`src/design/assert_macros.svh`:
```
// ----------------------------------------------------------------------------
// Assertion macros
// Shared concurrent assertion wrappers for the cipher unit.
// ----------------------------------------------------------------------------
`ifndef ASSERT_MACROS_SVH
`define ASSERT_MACROS_SVH

// Clocked assertion that is switched off while reset is high.
`define TFBC_ASSERT(lbl, clk, rst, prop, msg) \
   lbl: assert property (@(posedge clk) disable iff (rst) (prop)) else $error(msg);

// Clocked assertion that also holds during reset.
`define TFBC_ASSERT_ALWAYS(lbl, clk, prop, msg) \
   lbl: assert property (@(posedge clk) (prop)) else $error(msg);

`endif

```
`src/design/tfbc_pkg.sv`:
```
// ----------------------------------------------------------------------------
// Table feedback byte cipher package
// Widths, register map codes and the substitution table.
// ----------------------------------------------------------------------------
package tfbc_pkg;

   localparam int DATA_W    = 8;
   localparam int CSR_W     = 64;
   localparam int ADDR_W    = 6;
   localparam int LEN_W     = 5;
   localparam int KEY_VEC_W = 160;

   // Constant multiplier and shift for the folded seed byte.
   localparam logic [7:0] FOLD_MULT  = 8'hab;
   localparam int         FOLD_SHIFT = 9;

   // Register index, taken from paddr above the 8-byte register stride.
   typedef enum logic [2:0] {
      REG_KEY_0_7     = 3'd0,
      REG_KEY_8_15    = 3'd1,
      REG_KEY_16_19   = 3'd2,
      REG_KEY_LENGTH  = 3'd3,
      REG_DIRECTION   = 3'd4
   } reg_index_type;

   typedef logic [DATA_W-1:0] byte_type;

   localparam byte_type SBOX [256] = '{
      8'h7c, 8'h9c, 8'he8, 8'h4a, 8'h13, 8'hde, 8'hdc, 8'hb2, 8'h2f, 8'h21, 8'h23, 8'he4,
      8'h30, 8'h7b, 8'h3d, 8'h8c, 8'hbc, 8'h0b, 8'h27, 8'h0c, 8'h3c, 8'hf7, 8'h9a, 8'he7,
      8'h08, 8'h71, 8'h96, 8'h00, 8'h97, 8'h85, 8'hef, 8'hc1, 8'h1f, 8'hc4, 8'hdb, 8'ha1,
      8'hc2, 8'heb, 8'hd9, 8'h01, 8'hfa, 8'hba, 8'h3b, 8'h05, 8'hb8, 8'h15, 8'h87, 8'h83,
      8'h28, 8'h72, 8'hd1, 8'h8b, 8'h5a, 8'hd6, 8'hda, 8'h93, 8'h58, 8'hfe, 8'haa, 8'hcc,
      8'h6e, 8'h1b, 8'hf0, 8'ha3, 8'h88, 8'hab, 8'h43, 8'hc0, 8'h0d, 8'hb5, 8'h45, 8'h38,
      8'h4f, 8'h50, 8'h22, 8'h66, 8'h20, 8'h7f, 8'h07, 8'h5b, 8'h14, 8'h98, 8'h1d, 8'h9b,
      8'ha7, 8'h2a, 8'hb9, 8'ha8, 8'hcb, 8'hf1, 8'hfc, 8'h49, 8'h47, 8'h06, 8'h3e, 8'hb1,
      8'h0e, 8'h04, 8'h3a, 8'h94, 8'h5e, 8'hee, 8'h54, 8'h11, 8'h34, 8'hdd, 8'h4d, 8'hf9,
      8'hec, 8'hc7, 8'hc9, 8'he3, 8'h78, 8'h1a, 8'h6f, 8'h70, 8'h6b, 8'ha4, 8'hbd, 8'ha9,
      8'h5d, 8'hd5, 8'hf8, 8'he5, 8'hbb, 8'h26, 8'haf, 8'h42, 8'h37, 8'hd8, 8'he1, 8'h02,
      8'h0a, 8'hae, 8'h5f, 8'h1c, 8'hc5, 8'h73, 8'h09, 8'h4e, 8'h69, 8'h24, 8'h90, 8'h6d,
      8'h12, 8'hb3, 8'h19, 8'had, 8'h74, 8'h8a, 8'h29, 8'h40, 8'hf5, 8'h2d, 8'hbe, 8'ha5,
      8'h59, 8'he0, 8'hf4, 8'h79, 8'hd2, 8'h4b, 8'hce, 8'h89, 8'h82, 8'h48, 8'h84, 8'h25,
      8'hc6, 8'h91, 8'h2b, 8'ha2, 8'hfb, 8'h8f, 8'he9, 8'ha6, 8'hb0, 8'h9e, 8'h3f, 8'h65,
      8'hf6, 8'h03, 8'h31, 8'h2e, 8'hac, 8'h0f, 8'h95, 8'h2c, 8'h5c, 8'hed, 8'h39, 8'hb7,
      8'h33, 8'h6c, 8'h56, 8'h7e, 8'hb4, 8'ha0, 8'hfd, 8'h7a, 8'h81, 8'h53, 8'h51, 8'h86,
      8'h8d, 8'h9f, 8'h77, 8'hff, 8'h6a, 8'h80, 8'hdf, 8'he2, 8'hbf, 8'h10, 8'hd7, 8'h75,
      8'h64, 8'h57, 8'h76, 8'hf3, 8'h55, 8'hcd, 8'hd0, 8'hc8, 8'h18, 8'he6, 8'h36, 8'h41,
      8'h62, 8'hcf, 8'h99, 8'hf2, 8'h32, 8'h4c, 8'h67, 8'h60, 8'h61, 8'h92, 8'hca, 8'hd3,
      8'hea, 8'h63, 8'h7d, 8'h16, 8'hb6, 8'h8e, 8'hd4, 8'h68, 8'h35, 8'hc3, 8'h52, 8'h9d,
      8'h46, 8'h44, 8'h1e, 8'h17
   };

endpackage

```
`src/design/tfbc_ifs.sv`:
```
// ----------------------------------------------------------------------------
// Cipher unit channels
// Valid/ready interfaces for the input byte stream and the result stream.
// ----------------------------------------------------------------------------
interface tfbc_req_if;
   logic                        valid;
   logic                        ready;
   logic [tfbc_pkg::DATA_W-1:0] data_in;
   logic                        last_in;

   modport source (output valid, output data_in, output last_in, input ready);
   modport sink   (input valid, input data_in, input last_in, output ready);
endinterface

interface tfbc_rsp_if;
   logic                        valid;
   logic                        ready;
   logic [tfbc_pkg::DATA_W-1:0] data_out;
   logic                        last_out;

   modport source (output valid, output data_out, output last_out, input ready);
   modport sink   (input valid, input data_out, input last_out, output ready);
endinterface

```
`src/design/table_feedback_byte_cipher_unit.sv`:
```
// ----------------------------------------------------------------------------
// Table feedback byte cipher unit
// Encrypts or decrypts a packet byte by byte with a table lookup keyed by
// the previous ciphertext byte and four seed bytes derived from the key.
// ----------------------------------------------------------------------------
//
//   Channel   Direction  Handshake                         Payload
//   req_if    in         valid & ready at clock edge       data_in, last_in
//   rsp_if    out        valid & ready at clock edge       data_out, last_out
//   csr_*     in/out     APB, written at psel&penable&pwrite  64-bit registers
//
// One item per cycle outside seed passes and register writes: the feedback loop
// (seed add, table lookup, XOR) closes through fb_ff and the result register
// is refilled while it drains. The result of an item is valid in the cycle
// after the item is accepted. Any register write holds req_if.ready low in its
// access cycle; a write to one of the five defined registers starts a seed
// derivation pass, one key byte per cycle; req_if.ready stays low in the pass.
// Reset is synchronous: zero key, pass-through, seeds zero, packet start set.
// A stalled result holds its register; a new item is then taken only if the
// result is drained in the same cycle.
//
`include "assert_macros.svh"

module table_feedback_byte_cipher_unit #(
   parameter int MAX_KEY_BYTES = 20
) (
   input  logic                          clock,
   input  logic                          reset,
   tfbc_req_if.sink                      req_if,
   tfbc_rsp_if.source                    rsp_if,
   input  logic                          csr_psel,
   input  logic                          csr_penable,
   input  logic                          csr_pwrite,
   input  logic [tfbc_pkg::ADDR_W-1:0]   csr_paddr,
   input  logic [tfbc_pkg::CSR_W-1:0]    csr_pwdata,
   output logic [tfbc_pkg::CSR_W-1:0]    csr_prdata,
   output logic                          csr_pready
);

   localparam int CNT_W = (MAX_KEY_BYTES > 1) ? $clog2(MAX_KEY_BYTES) : 1;
   localparam logic [CNT_W-1:0] LAST_CNT = CNT_W'(MAX_KEY_BYTES - 1);
   localparam logic [tfbc_pkg::LEN_W-1:0] MAX_LEN = tfbc_pkg::LEN_W'(MAX_KEY_BYTES);

   // Configuration registers.
   logic [63:0]                   key_0_7_ff;
   logic [63:0]                   key_8_15_ff;
   logic [31:0]                   key_16_19_ff;
   logic [tfbc_pkg::LEN_W-1:0]    key_length_ff;
   logic                          direction_ff;

   // Seed derivation pass.
   logic                          busy_ff;
   logic [CNT_W-1:0]              cnt_ff;
   tfbc_pkg::byte_type            sum_ff, fold_ff, xor_ff;
   tfbc_pkg::byte_type            sum_in, fold_in, xor_in;
   tfbc_pkg::byte_type            seed_ff [4];

   // Stream state and result register.
   tfbc_pkg::byte_type            fb_ff;
   logic                          at_start_ff;
   logic                          rsp_valid_ff;
   tfbc_pkg::byte_type            rsp_data_ff;
   logic                          rsp_last_ff;

   logic                          csr_wr;
   logic                          csr_known;
   tfbc_pkg::reg_index_type       reg_idx;
   logic [tfbc_pkg::LEN_W-1:0]    used_len;
   logic [tfbc_pkg::KEY_VEC_W-1:0] key_vec;
   tfbc_pkg::byte_type            key_arr [MAX_KEY_BYTES];
   tfbc_pkg::byte_type            key_cur;
   logic [15:0]                   fold_prod;
   logic                          take_byte;
   logic                          req_accept;
   tfbc_pkg::byte_type            tbl_idx;
   tfbc_pkg::byte_type            result;

   assign csr_pready = 1'b1;
   assign csr_wr     = csr_psel && csr_penable && csr_pwrite;
   assign reg_idx    = tfbc_pkg::reg_index_type'(csr_paddr[tfbc_pkg::ADDR_W-1:3]);

   // Register read mux.
   always_comb begin
      csr_known = 1'b1;
      case (reg_idx)
         tfbc_pkg::REG_KEY_0_7:    csr_prdata = key_0_7_ff;
         tfbc_pkg::REG_KEY_8_15:   csr_prdata = key_8_15_ff;
         tfbc_pkg::REG_KEY_16_19:  csr_prdata = {32'd0, key_16_19_ff};
         tfbc_pkg::REG_KEY_LENGTH: csr_prdata = {59'd0, key_length_ff};
         tfbc_pkg::REG_DIRECTION:  csr_prdata = {63'd0, direction_ff};
         default: begin
            csr_prdata = '0;
            csr_known  = 1'b0;
         end
      endcase
   end

   // Register writes.
   always_ff @(posedge clock) begin
      if (reset) begin
         key_0_7_ff    <= '0;
         key_8_15_ff   <= '0;
         key_16_19_ff  <= '0;
         key_length_ff <= '0;
         direction_ff  <= 1'b0;
      end else if (csr_wr) begin
         case (reg_idx)
            tfbc_pkg::REG_KEY_0_7:    key_0_7_ff    <= csr_pwdata;
            tfbc_pkg::REG_KEY_8_15:   key_8_15_ff   <= csr_pwdata;
            tfbc_pkg::REG_KEY_16_19:  key_16_19_ff  <= csr_pwdata[31:0];
            tfbc_pkg::REG_KEY_LENGTH: key_length_ff <= csr_pwdata[tfbc_pkg::LEN_W-1:0];
            tfbc_pkg::REG_DIRECTION:  direction_ff  <= csr_pwdata[0];
            default: ;
         endcase
      end
   end

   // Key length saturates at the configured maximum.
   assign used_len = (key_length_ff > MAX_LEN) ? MAX_LEN : key_length_ff;

   // Key bytes as an array, byte 0 lowest.
   assign key_vec = {key_16_19_ff, key_8_15_ff, key_0_7_ff};
   for (genvar i = 0; i < MAX_KEY_BYTES; i++) begin : g_key
      assign key_arr[i] = key_vec[8*i +: 8];
   end

   // One key byte of the seed sums per cycle during a seed pass.
   always_comb begin
      key_cur   = key_arr[cnt_ff];
      fold_prod = 16'(key_cur) * 16'(tfbc_pkg::FOLD_MULT);
      take_byte = tfbc_pkg::LEN_W'(cnt_ff) < used_len;
      sum_in    = sum_ff;
      fold_in   = fold_ff;
      xor_in    = xor_ff;
      if (take_byte) begin
         sum_in  = sum_ff + key_cur;
         fold_in = fold_ff + 8'(fold_prod >> tfbc_pkg::FOLD_SHIFT);
         xor_in  = xor_ff ^ key_cur;
      end
   end

   // Seed pass sequencer, restarted by every known register write.
   always_ff @(posedge clock) begin
      if (reset) begin
         busy_ff <= 1'b0;
         cnt_ff  <= '0;
         sum_ff  <= '0;
         fold_ff <= '0;
         xor_ff  <= '0;
         for (int s = 0; s < 4; s++) begin
            seed_ff[s] <= '0;
         end
      end else if (csr_wr && csr_known) begin
         busy_ff <= 1'b1;
         cnt_ff  <= '0;
         sum_ff  <= '0;
         fold_ff <= '0;
         xor_ff  <= '0;
      end else if (busy_ff) begin
         sum_ff  <= sum_in;
         fold_ff <= fold_in;
         xor_ff  <= xor_in;
         cnt_ff  <= cnt_ff + CNT_W'(1);
         if (cnt_ff == LAST_CNT) begin
            busy_ff    <= 1'b0;
            seed_ff[0] <= sum_in;
            seed_ff[1] <= 8'd0 - sum_in;
            seed_ff[2] <= fold_in;
            seed_ff[3] <= xor_in;
         end
      end
   end

   // Input is taken outside seed passes and register writes, when the result register drains or is empty.
   assign req_if.ready = !busy_ff && !csr_wr && (!rsp_valid_ff || rsp_if.ready);
   assign req_accept   = req_if.valid && req_if.ready;

   // Table index from the seeds and the previous ciphertext byte.
   always_comb begin
      if (at_start_ff) begin
         tbl_idx = seed_ff[0];
      end else begin
         tbl_idx = seed_ff[fb_ff[1:0]] + fb_ff;
      end
      if (used_len == '0) begin
         result = req_if.data_in;
      end else begin
         result = tfbc_pkg::SBOX[tbl_idx] ^ req_if.data_in;
      end
   end

   // Stream state and result register.
   always_ff @(posedge clock) begin
      if (reset) begin
         fb_ff        <= '0;
         at_start_ff  <= 1'b1;
         rsp_valid_ff <= 1'b0;
      end else begin
         if (req_accept) begin
            at_start_ff  <= req_if.last_in;
            rsp_valid_ff <= 1'b1;
            if (used_len != '0) begin
               fb_ff <= direction_ff ? req_if.data_in : result;
            end
         end else if (rsp_if.ready) begin
            rsp_valid_ff <= 1'b0;
         end
      end
   end

   always_ff @(posedge clock) begin
      if (req_accept) begin
         rsp_data_ff <= result;
         rsp_last_ff <= req_if.last_in;
      end
   end

   assign rsp_if.valid    = rsp_valid_ff;
   assign rsp_if.data_out = rsp_data_ff;
   assign rsp_if.last_out = rsp_last_ff;

   // Checks on the pass sequencer and the data path.
   `TFBC_ASSERT(a_no_item_while_seeding, clock, reset, req_accept |-> !busy_ff, "item taken during seed pass")
   `TFBC_ASSERT(a_write_starts_pass, clock, reset, (csr_wr && csr_known) |=> busy_ff, "register write did not start seed pass")
   `TFBC_ASSERT(a_item_gives_result, clock, reset, req_accept |=> rsp_valid_ff, "accepted item left no result")
   `TFBC_ASSERT(a_pass_through, clock, reset, (req_accept && (used_len == '0)) |=> (rsp_data_ff == $past(req_if.data_in)), "pass-through byte altered")

endmodule

```
`src/flat_wrapper.sv`:
```
// flat-port wrapper written by rule: the top's interface ports become plain ports
module table_feedback_byte_cipher_unit_flat 
#(
   parameter int MAX_KEY_BYTES = 20
)
  (clock, reset, csr_psel, csr_penable, csr_pwrite, csr_paddr, csr_pwdata, csr_prdata, csr_pready, req_if_valid, req_if_data_in, req_if_last_in, req_if_ready, rsp_if_valid, rsp_if_data_out, rsp_if_last_out, rsp_if_ready);
  tfbc_req_if req_if_i ();
  tfbc_rsp_if rsp_if_i ();
  input  logic clock;
  input  logic reset;
  input  logic csr_psel;
  input  logic csr_penable;
  input  logic csr_pwrite;
  input  logic [tfbc_pkg::ADDR_W-1:0] csr_paddr;
  input  logic [tfbc_pkg::CSR_W-1:0] csr_pwdata;
  output logic [tfbc_pkg::CSR_W-1:0] csr_prdata;
  output logic csr_pready;
  input wire logic [$bits(req_if_i.valid)-1:0] req_if_valid;
  input wire logic [$bits(req_if_i.data_in)-1:0] req_if_data_in;
  input wire logic [$bits(req_if_i.last_in)-1:0] req_if_last_in;
  output wire logic [$bits(req_if_i.ready)-1:0] req_if_ready;
  output wire logic [$bits(rsp_if_i.valid)-1:0] rsp_if_valid;
  output wire logic [$bits(rsp_if_i.data_out)-1:0] rsp_if_data_out;
  output wire logic [$bits(rsp_if_i.last_out)-1:0] rsp_if_last_out;
  input wire logic [$bits(rsp_if_i.ready)-1:0] rsp_if_ready;
  assign req_if_i.valid = req_if_valid;
  assign req_if_i.data_in = req_if_data_in;
  assign req_if_i.last_in = req_if_last_in;
  assign req_if_ready = req_if_i.ready;
  assign rsp_if_valid = rsp_if_i.valid;
  assign rsp_if_data_out = rsp_if_i.data_out;
  assign rsp_if_last_out = rsp_if_i.last_out;
  assign rsp_if_i.ready = rsp_if_ready;
  table_feedback_byte_cipher_unit #(.MAX_KEY_BYTES(MAX_KEY_BYTES)) u_core (.clock(clock), .reset(reset), .req_if(req_if_i), .rsp_if(rsp_if_i), .csr_psel(csr_psel), .csr_penable(csr_penable), .csr_pwrite(csr_pwrite), .csr_paddr(csr_paddr), .csr_pwdata(csr_pwdata), .csr_prdata(csr_prdata), .csr_pready(csr_pready));
endmodule
```
`config.mk`:
```
export PLATFORM = sky130hd
export DESIGN_NAME = table_feedback_byte_cipher_unit_flat
export DESIGN_NICKNAME = d
export VERILOG_FILES = /design/src/design/tfbc_pkg.sv /design/src/design/tfbc_ifs.sv /design/src/design/table_feedback_byte_cipher_unit.sv /design/src/flat_wrapper.sv
export VERILOG_INCLUDE_DIRS = /design/src /design/src/design
export SDC_FILE = /design/constraint.sdc
export NUM_CORES = 1
export LEC_CHECK = 0
export BUFFER_PORTS_ARGS = -buffer_cell sky130_fd_sc_hd__buf_2
export CORE_MARGIN = 2
export CORE_UTILIZATION = 40
export DETAILED_ROUTE_END_ITERATION = 16
export GPL_ROUTABILITY_DRIVEN = 0
export PLACE_DENSITY = 0.68
export SLEW_MARGIN = 15
export SYNTH_ARGS = -nofsm -noshare
export SYNTH_HDL_FRONTEND = slang
export SYNTH_SLANG_ARGS = --single-unit
```
`constraint.sdc`:
```
create_clock -name clock -period 7.9 [get_ports clock]
set_input_delay 0.79 -clock clock [delete_from_list [all_inputs] [get_ports clock]]
set_output_delay 0.79 -clock clock [all_outputs]
set_load 0.01 [all_outputs]
```
==> flow_summary_export.csv <==
group,metric,value,unit
run_status,status,"finished, final reports clean",
placed_design,io_buffer_count,157,
finish,drive_above_1_share,0.1578,
global_routing,grt_overflow,0,
worst_setup_path,crit_path_end,"u_core.seed_ff[2][7]",
floorplanning,initial_utilization,0.4069,
worst_setup_path,critical_path.top_delay_family,"adder cells",
worst_setup_path,r2r-end,"u_core.seed_ff[2][7]",
global_routing,grt_util_all_layers,0.2577,
worst_setup_path,end_kind,"flip-flop",
placed_design,dpl.hpwl,40.08,mm
routing,wirelength,59.77,mm
finish,nets,2384,
power,powerDensity,176.0,nW/um2
clocking,cts_setup_buffers,0,
sta,min_period,7.242,ns
global_routing,antenna_found_initial,6,
sta,timing.final.hold_violations,0,
routing,wl_met1,22.97,mm
clocking,cts.reportedPaths.clkPinSlew,0.06,ns
routing,wl_per_cell,21.25,um
routing,via_per_inst,6.214,
synth,ys.flop_type,"dfxtp_1",
routing,drt-initial-drc-count,2698,
worst_hold_path,hold_class,"primary input to flip-flop",
worst_setup_path,r2r-start,"u_core.cnt_ff[0]",
worst_setup_path,path_depth,28,
floorplanning,fp.dieW,213.8,um
synth,async_flop_share,0,
power,fin_total_pwr,0.003461,W
routing,drc_errors,0,
synth,synth_warnings,0,
floorplanning,io_pins,162,
sta,max_freq,138.1,MHz
worst_setup_path,cp.arrival,7.55,ns
sta,relSlewSlack,0.2955,
sta,fin_ws,0.6577,ns
synth,netlist_instances,2167,
worst_setup_path,startpoint_type,"flip-flop",
worst_setup_path,crit_start,"u_core.cnt_ff[0]",
floorplanning,core_area,43270,um2
worst_setup_path,path_buf_inv,4,
worst_setup_path,cp_max_fo,29,
power,vdd_drop_max,0.0001543,V
synth,ys_types,94,
worst_setup_path,critPathRequiredTime,8.21,ns
clocking,cts_tree,"done",
finish,areaGrowthSynthToFinish,11.70,%
routing,dr.pass1.iters,8,
power,p_leak,7.278,nW
synth,ys_seq_elements,248,
synth,mappedNetlistArea,17610,um2
global_routing,grt_max_degree,101,
sta,rsz0062_at_grt,"false",
worst_setup_path,reg2regPathDepth,28,
sta,fin_worst_skew,0.03588,ns
sta,fin_crit_sh,0.9167,
sta,tns,0,ns
synth,synth_edf_count,40,
sta,slew_violations,0,
run,maxCapViolCount,0,
sta,final-setup-viol-count,0,
clocking,h-tree-depth,1,
floorplanning,die_y,213.8,um
sta,tightest_slew,1.057,ns
worst_setup_path,rrSetupSlack,0.66,ns
worst_setup_path,critical_path_class,"flip-flop to flip-flop",
floorplanning,die_area,45710,um2
synth,avgSynthCellArea,8.125,um2
placed_design,post-place-ws,0.4744,ns
worst_setup_path,cp_slowest_cell,"dfxtp_4",
routing,ant_nets,0,
routing,via_count,17480,
clocking,insertion_delay,0.59,ns
synth,seq_area_frac_synth,0.3047,
clocking,hold_buffers,0,
clocking,clock_sinks,248,
clocking,cts_buffer_depth,3,
finish,final_cell_mix,"nand2_1 (400), a21oi_1 (272), dfxtp_1 (206)",
routing,wl_met3,6.586,mm
routing,wl_met2,26.89,mm
global_routing,grt_pass1_vias,16490,
clocking,cts_root_buf,"clkbuf_16",
worst_setup_path,critPathMaxStageDelay,0.58,ns
finish,final_common_cell,"nand2_1",
global_routing,grt_pass1_wl,92.94,mm
clocking,numCtsBuffers,29,
floorplanning,rows,76,
routing,top_layer,"met5",
synth,syn_nets,2349,
clocking,ctsResizeCount,0,
## metal layers
metal / vias up / GRT usage
li1: 7906 / -
met4: 6 / 0.1260
met3: 255 / 0.06298
met1: 8222 / 0.3297
met2: 1090 / 0.4072
met5: - / 0
## sequential cells by signal, summed over array words and instances, names as in the netlist, named ones only
name	flops
u_core.rsp_if.last_out	1
u_core.key_length_ff	5
u_core.seed_ff	31
u_core.rsp_if.data_out	8
u_core.fold_ff	8
u_core.cnt_ff	5
u_core.busy_ff	1
u_core.direction_ff	1
u_core.key_16_19_ff	32
u_core.key_8_15_ff	64
u_core.at_start_ff	1
u_core.sum_ff	8
u_core.key_0_7_ff	64
u_core.xor_ff	8
u_core.rsp_if.valid	1
u_core.fb_ff	8
## where the power goes
part,switching [W],internal (W),leakage [nW]
clock network,0.000569,0.000877,0.506
registers,0.0000175,0.00130,2.09
logic,0.000472,0.000220,4.69
## worst min path at each step
stage | start | end | slack (ns) | cells past startpoint
after CTS | csr_pwdata[62] | u_core.key_0_7_ff[62] | 0.43 | 3
final | csr_pwdata[62] | u_core.key_0_7_ff[62] | 0.44 | 3
after floorplan | u_core.key_16_19_ff[1] | u_core.key_16_19_ff[1] | 0.44 | 2
after detailed placement | u_core.key_8_15_ff[17] | u_core.key_8_15_ff[17] | 0.46 | 2
after global placement | u_core.key_16_19_ff[15] | u_core.key_16_19_ff[15] | 0.45 | 2
after global routing | csr_pwdata[62] | u_core.key_0_7_ff[62] | 0.45 | 3
## worst reg2reg max path, delay by kind of cell (launching register included)
kind,cells,cell delay [ns]
mux,1,0.54
compound gates,10,2.05
buf+inv,4,0.58
fa+ha+maj,6,2.53
simple gates,5,0.42
xor+xnor,2,0.30
flops,1,0.58
## cells by family after synthesis
logic type,count (synthesis),share of synthesized area
adders and majority gates,96,0.07462
other,1,0.0002130
AOI/OAI and AO/OA,649,0.2415
xor gates and xnor gates,54,0.02686
DFF,248,0.3047
muxes,124,0.1098
and+or+nand+nor,736,0.1786
buffers and inverters,259,0.06367
## area by class of cell
type | instances | area, um2
antenna | 3 | 7.507
clock buffer | 41 | 840.8
clock inverter | 13 | 198.9
fill | 4271 | 23600
inverter | 65 | 244.0
multi-input combinational | 1660 | 11160
sequential | 248 | 5370
tap | 585 | 732.0
timing repair buffer | 198 | 1112
## synth_stat cells, types with 17 or more instances
cell / count / area share
a211oi_1: 47 / 0.020
a21oi_1: 273 / 0.078
a22o_1: 39 / 0.019
a311oi_1: 19 / 0.0095
a31oi_1: 17 / 0.0060
buf_2: 44 / 0.013
buf_4: 17 / 0.0072
clkbuf_1: 113 / 0.024
dfxtp_1: 208 / 0.24
edfxtp_1: 40 / 0.068
ha_1: 81 / 0.058
inv_1: 64 / 0.014
mux2i_1: 62 / 0.035
mux4_2: 54 / 0.069
nand2_1: 403 / 0.086
nand3_1: 41 / 0.012
nor2_1: 177 / 0.038
nor3_1: 28 / 0.0080
o211ai_1: 29 / 0.012
o21ai_0: 60 / 0.017
o22ai_1: 18 / 0.0064
xnor2_1: 37 / 0.018
xor2_1: 17 / 0.0085
## through the flow
step / util / std cells / instance area [um2] / hold WS, ns
global route: 0.4544 / 2811 / 19660 / 0.4500
CTS: 0.4543 / 2810 / 19660 / 0.4344
detailed placement: 0.4303 / 2756 / 18620 / 0.4605
global placement: 0.4303 / 2756 / 18620 / 0.4544
floorplan: - / 2167 / 17610 / 0.4432
finish: 0.4545 / 2813 / 19670 / 0.4389
(Power assumes the default switching activity.)
